`config.mk`:
```
export PLATFORM = sky130hd
export DESIGN_NAME = stable_priority_queue
export DESIGN_NICKNAME = d
export VERILOG_FILES = /design/src/spq_pkg.sv /design/src/spq_cell.sv /design/src/stable_priority_queue.sv
export SDC_FILE = /design/constraint.sdc
export NUM_CORES = 1
export LEC_CHECK = 0
export ABC_CLOCK_PERIOD_IN_PS = 11200
export BUFFER_PORTS_ARGS = -buffer_cell sky130_fd_sc_hd__buf_2
export CORE_MARGIN = 5
export CORE_UTILIZATION = 40
export DETAILED_ROUTE_END_ITERATION = 12
export GPL_ROUTABILITY_DRIVEN = 0
export HOLD_SLACK_MARGIN = 0.08
export SETUP_SLACK_MARGIN = 0.02
export SLEW_MARGIN = 20
export SYNTH_ARGS = -nofsm -noshare
export SYNTH_HDL_FRONTEND = slang
export SYNTH_SLANG_ARGS = --single-unit
```
`constraint.sdc`:
```
create_clock -name i_clk -period 11.2 [get_ports i_clk]
set_clock_uncertainty 0.15 [all_clocks]
set_input_delay 0.56 -clock i_clk [delete_from_list [all_inputs] [get_ports i_clk]]
set_output_delay 0.56 -clock i_clk [all_outputs]
set_load 0.03 [all_outputs]
```
`src/spq_pkg.sv`:
```
package spq_pkg;

    localparam logic REQ_INSERT = 1'b0;
    localparam logic REQ_POP    = 1'b1;

    localparam logic [1:0] ST_INSERTED = 2'd0;
    localparam logic [1:0] ST_FULL     = 2'd1;
    localparam logic [1:0] ST_POPPED   = 2'd2;
    localparam logic [1:0] ST_EMPTY    = 2'd3;

    typedef struct packed {
        logic        req_type;
        logic [3:0]  entry_priority;
        logic [15:0] entry_tag;
    } t_spq_req;

    typedef struct packed {
        logic [1:0]  status;
        logic [3:0]  out_priority;
        logic [15:0] out_tag;
        logic [4:0]  occupancy;
    } t_spq_rsp;

    typedef struct packed {
        logic [3:0]  prio;
        logic [15:0] tag;
    } t_spq_entry;

    // Broadcast from the queue control to every cell.
    typedef struct packed {
        logic       insert;
        logic       pop;
        t_spq_entry entry;
    } t_spq_cell_ctrl;

endpackage

```
`src/spq_cell.sv`:
```
module spq_cell (
    input  logic                    i_clk,
    input  spq_pkg::t_spq_cell_ctrl i_ctrl,
    input  logic                    i_filled,
    input  logic                    i_left_keep,
    input  spq_pkg::t_spq_entry     i_left_entry,
    input  spq_pkg::t_spq_entry     i_right_entry,
    output logic                    o_keep,
    output spq_pkg::t_spq_entry     o_entry
);

    spq_pkg::t_spq_entry r_entry;
    spq_pkg::t_spq_entry n_entry;

    // An entry stays in place on insert when its priority does not exceed the new one,
    // which keeps entries of equal priority in arrival order.
    assign o_keep  = i_filled && (r_entry.prio <= i_ctrl.entry.prio);
    assign o_entry = r_entry;

    always_comb begin
        n_entry = r_entry;
        priority if (i_ctrl.insert) begin
            if (o_keep) begin
                n_entry = r_entry;
            end else if (i_left_keep) begin
                n_entry = i_ctrl.entry;
            end else begin
                n_entry = i_left_entry;
            end
        end else if (i_ctrl.pop) begin
            n_entry = i_right_entry;
        end else begin
            n_entry = r_entry;
        end
    end

    always_ff @(posedge i_clk) begin
        r_entry <= n_entry;
    end

endmodule

```
`src/stable_priority_queue.sv`:
```
// Channel   | Ports                             | Transfer when
// ----------+-----------------------------------+------------------------------
// request   | start, busy, i_req                | start high and busy low
// result    | o_result_valid, o_result          | o_result_valid high (1 cycle)
//
// One request can be taken in every cycle that busy is low; its result appears on the next cycle.
// Every cell of the shift chain compares its priority with the new entry in parallel,
// so every cell takes its new entry in the same cycle as an insert or a pop is accepted.
// busy is high only while reset is asserted; reset empties the queue.
// The receiver cannot stall: each result is shown for exactly one cycle.
module stable_priority_queue #(
    parameter int QUEUE_DEPTH = 16
) (
    input  logic              i_clk,
    input  logic              i_rst_n,
    input  logic              start,
    input  spq_pkg::t_spq_req i_req,
    output logic              busy,
    output logic              o_result_valid,
    output spq_pkg::t_spq_rsp o_result
);

    localparam int CW = $clog2(QUEUE_DEPTH + 1);
    localparam int EW = CW + 5;

    logic [CW-1:0]            r_count;
    logic [CW-1:0]            n_count;
    logic                     r_valid;
    spq_pkg::t_spq_rsp        r_result;
    spq_pkg::t_spq_rsp        n_result;
    spq_pkg::t_spq_cell_ctrl  w_ctrl;
    logic                     w_accept;
    logic                     w_full;
    logic                     w_empty;
    logic [EW-1:0]            w_occ_ext;
    logic [QUEUE_DEPTH-1:0]   w_filled;
    logic [QUEUE_DEPTH-1:0]   w_keep;
    spq_pkg::t_spq_entry      w_entry [QUEUE_DEPTH];

    assign busy     = ~i_rst_n;
    assign w_accept = start && !busy;
    assign w_full   = (r_count == CW'(QUEUE_DEPTH));
    assign w_empty  = (r_count == '0);

    assign w_ctrl.insert     = w_accept && (i_req.req_type == spq_pkg::REQ_INSERT) && !w_full;
    assign w_ctrl.pop        = w_accept && (i_req.req_type == spq_pkg::REQ_POP) && !w_empty;
    assign w_ctrl.entry.prio = i_req.entry_priority;
    assign w_ctrl.entry.tag  = i_req.entry_tag;

    for (genvar g = 0; g < QUEUE_DEPTH; g++) begin : g_cell
        assign w_filled[g] = (r_count > CW'(g));

        if (g == 0) begin : g_head
            spq_cell u_cell (
                .i_clk         (i_clk),
                .i_ctrl        (w_ctrl),
                .i_filled      (w_filled[g]),
                .i_left_keep   (1'b1),
                .i_left_entry  (w_ctrl.entry),
                .i_right_entry (w_entry[g+1]),
                .o_keep        (w_keep[g]),
                .o_entry       (w_entry[g])
            );
        end else if (g == QUEUE_DEPTH - 1) begin : g_tail
            spq_cell u_cell (
                .i_clk         (i_clk),
                .i_ctrl        (w_ctrl),
                .i_filled      (w_filled[g]),
                .i_left_keep   (w_keep[g-1]),
                .i_left_entry  (w_entry[g-1]),
                .i_right_entry (w_entry[g]),
                .o_keep        (w_keep[g]),
                .o_entry       (w_entry[g])
            );
        end else begin : g_mid
            spq_cell u_cell (
                .i_clk         (i_clk),
                .i_ctrl        (w_ctrl),
                .i_filled      (w_filled[g]),
                .i_left_keep   (w_keep[g-1]),
                .i_left_entry  (w_entry[g-1]),
                .i_right_entry (w_entry[g+1]),
                .o_keep        (w_keep[g]),
                .o_entry       (w_entry[g])
            );
        end
    end

    always_comb begin
        n_count               = r_count;
        n_result.status       = spq_pkg::ST_INSERTED;
        n_result.out_priority = '0;
        n_result.out_tag      = '0;
        priority if (w_ctrl.insert) begin
            n_count = r_count + CW'(1);
        end else if (w_ctrl.pop) begin
            n_count               = r_count - CW'(1);
            n_result.status       = spq_pkg::ST_POPPED;
            n_result.out_priority = w_entry[0].prio;
            n_result.out_tag      = w_entry[0].tag;
        end else if (i_req.req_type == spq_pkg::REQ_INSERT) begin
            n_result.status = spq_pkg::ST_FULL;
        end else begin
            n_result.status = spq_pkg::ST_EMPTY;
        end
        // Occupancy is reported modulo 32.
        w_occ_ext          = EW'(n_count);
        n_result.occupancy = w_occ_ext[4:0];
    end

    always_ff @(posedge i_clk) begin
        if (!i_rst_n) begin
            r_count <= '0;
            r_valid <= 1'b0;
        end else begin
            r_valid <= w_accept;
            if (w_accept) begin
                r_count <= n_count;
            end
        end
        if (w_accept) begin
            r_result <= n_result;
        end
    end

    assign o_result_valid = r_valid;
    assign o_result       = r_result;

endmodule

```
==> reports/metrics.csv <==
metric,value,unit
status,finished clean,
core area,0.0463,sq mm
"Cell Chain, Critical Path",inv_1 > ha_1 > a31oi_4 > nand2_8 > buf_6 > o21ai_2,
Critical Path RT,11.22,ns
# rows,79,
"CTS clk-pin slew, worst paths",0.06,ns
DR WL/cell,22.9,microns
number of antenna violations at the first check in global routing,1,
die width,226,microns
total negative slack,0,ns
DRC,0,
depth of the CTS H-tree,2,
area share of the largest cell type after synthesis,56.0,%
CTS max path bufs,3,
Rel. slew slack,25.8,%
first-pass GRT wire length,77900,microns
Layout Nets,1645,
final setup vio count,0,
Syn Std Cell Area,0.0186,sq mm
PwrDens,165,mW/mm^2
Layout area overhead,10.8,%
Post-synth ARST share,0,%
CTS tree,done,
Synth Net Count,1666,
CP max FO,168,
post-route insts no fill,2190,
final hold vios,0,
slowest cell on the critical path,o21ai_2,
crit-path max cell delay,0.98,ns
number of CTS-inserted buffers,40,
Mapped Cells,1572,
WL final,50200,microns
Starting Density,40.3,%
"commonest non-fill, non-tap cells in the layout","edfxtp_1 (347), a221o_1 (182), nand2_1 (143)",
"most common cell after layout, fill and taps aside",edfxtp_1,
Global Route Usage Sum,19.3,%
Skew-Pair Late Insertion Delay,0.57,ns
reg2reg setup slack,6.84,ns
DRT antenna net count,0,
grt total ovfl,0,
dpl hpwl,32400,microns
Tightest Hold Check Type,in -> reg,
Die ar.,0.0510,sq mm
cell count after placement,2115,
WP buf/inv,2,
largest net degree at the start of global routing,169,
Worst Setup End Kind,register,
DR vias/cell,5.99,
max-cap viol count,0,
startpoint types,register,
Worst-Margin Slew,1.11,ns
Setup Crit Path Kind,reg -> reg,
Period minus WS final,4.36,ns
syn_area_per_cell,11.8,sq um
Post-synth EDFFs,347,
final slew viol count,0,
Max Clk Rate,230,MHz
period utilization,38.9,%
synthesis-stage register bit count,353,
Syn. warnings,0,
CTS root buf,clkbuf_16,
# port buffers,52,
I/O Pins,53,
peak supply drop,0.000104,V
Leakage,7.76,nW
layout cells sized above 1,11.2,%
ranking of synthesized cells by area,"edfxtp_1 (56%), a221o_1 (9.8%), ha_1 (4.7%)",
Starting DRT DRC Count,1194,
count of clock tree sinks,353,
RSZ-0062 raised after global routing,false,
sequential area share after synthesis,56.6,%
CTS Hold Bufs,0,
post-CTS setup buffer count,0,
CP arrival,4.38,ns
ant diodes,0,
Pre-antenna DRT Iters,5,
vias in the first global route,13400,
"Distinct cells, synth",54,
"CP delay by family, top",compound AO/OA/AOI/OAI gates,
Via Count,13100,
Post-CTS Resized,0,
Die H,226,microns
predominant post-synthesis flop cell,edfxtp_1,
post-synth top area cell,edfxtp_1,
-- report_power, final --
group	internal, mW	switching [mW]
combinational	0.168	0.279
sequential	1.58	0.0606
clock	0.762	0.559
total	2.51	0.898
-- layout make-up --
type,count,area (sq um)
fillers,4263,25600
flip-flops and latches,353,10500
multi-input cells,1036,7420
clock buffers,46,1040
well taps,607,759
repair buffers,75,457
clock inverters,28,236
inverters,45,169
-- logic make-up (layout without fill, tap and decap cells) --
group	count (synthesis)	after routing	synth area share (%)
and+or+nand+nor	508	508	13.8
adders and majority gates	70	70	4.70
AOI/OAI and AO/OA	369	369	15.8
DFF	353	353	56.6
muxes	83	83	4.60
xor gates and xnor gates	6	6	0.282
buffers and inverters	183	194	4.19
-- state kept, by name, summed over array words and instances, names as in the netlist --
signal,flops
g_cell.g_head.u_cell.o_entry,20
r_count,5
g_cell.g_mid.u_cell.o_entry,280
o_result_valid,1
o_result,27
g_cell.g_tail.u_cell.o_entry,20
-- layer usage --
metal  global-route usage (%)  vias up  routed length (microns)
met5                        0        -                       13
met4                     5.95        2                     1410
met3                     2.99       99                     2500
met2                     31.9      395                    23700
met1                     26.4     6630                    22500
li1                         -     6003                        -
-- path summary, 6_finish.rpt --
path / endpoint / startpoint / cells past startpoint
setup reg to reg: g_cell[13].g_mid.u_cell.o_entry[14] / r_count[0] / 6
hold / removal: o_result_valid / i_rst_n / 3
setup / recovery: g_cell[13].g_mid.u_cell.o_entry[14] / r_count[0] / 6
hold reg to reg: g_cell[0].g_head.u_cell.o_entry[14] / g_cell[1].g_mid.u_cell.o_entry[14] / 2
-- cell usage after synthesis, types with 3 or more instances --
cell,instances
a22oi_1,5
and2_1,104
nand2_1,143
a21o_1,5
buf_1,3
a221o_1,182
edfxtp_1,347
and3_1,40
ha_1,70
nor3_1,5
nand3_1,32
inv_1,45
dfxtp_1,6
mux2_2,20
nor2_1,93
a21oi_1,66
nor2b_1,4
or2_2,3
o221ai_1,8
o21ai_0,45
buf_2,62
o21a_1,4
and2_0,57
nand4_1,15
clkbuf_1,70
a31oi_1,21
o211ai_1,17
xnor2_1,4
mux2i_1,63
-- stage by stage --
stage	total power [mW]	hold slack [ns]	utilization, %	worst slack [ns]	area [sq um]
after floorplan	1.96	0.367	-	6.88	18600
after global placement	2.10	0.386	41.7	6.84	19300
after detailed placement	2.11	0.388	41.7	6.74	19300
after CTS	3.43	0.143	44.5	6.68	20600
after global routing	3.54	0.174	44.6	6.64	20600
final	3.41	0.182	44.6	6.84	20600
-- tightest hold or removal path, cell delays in order --
cell,delay (ns)
buf_2,0.09
nand2_1,0.12
inv_1,0.08
Note: power is estimated with default switching activity, not from simulation.
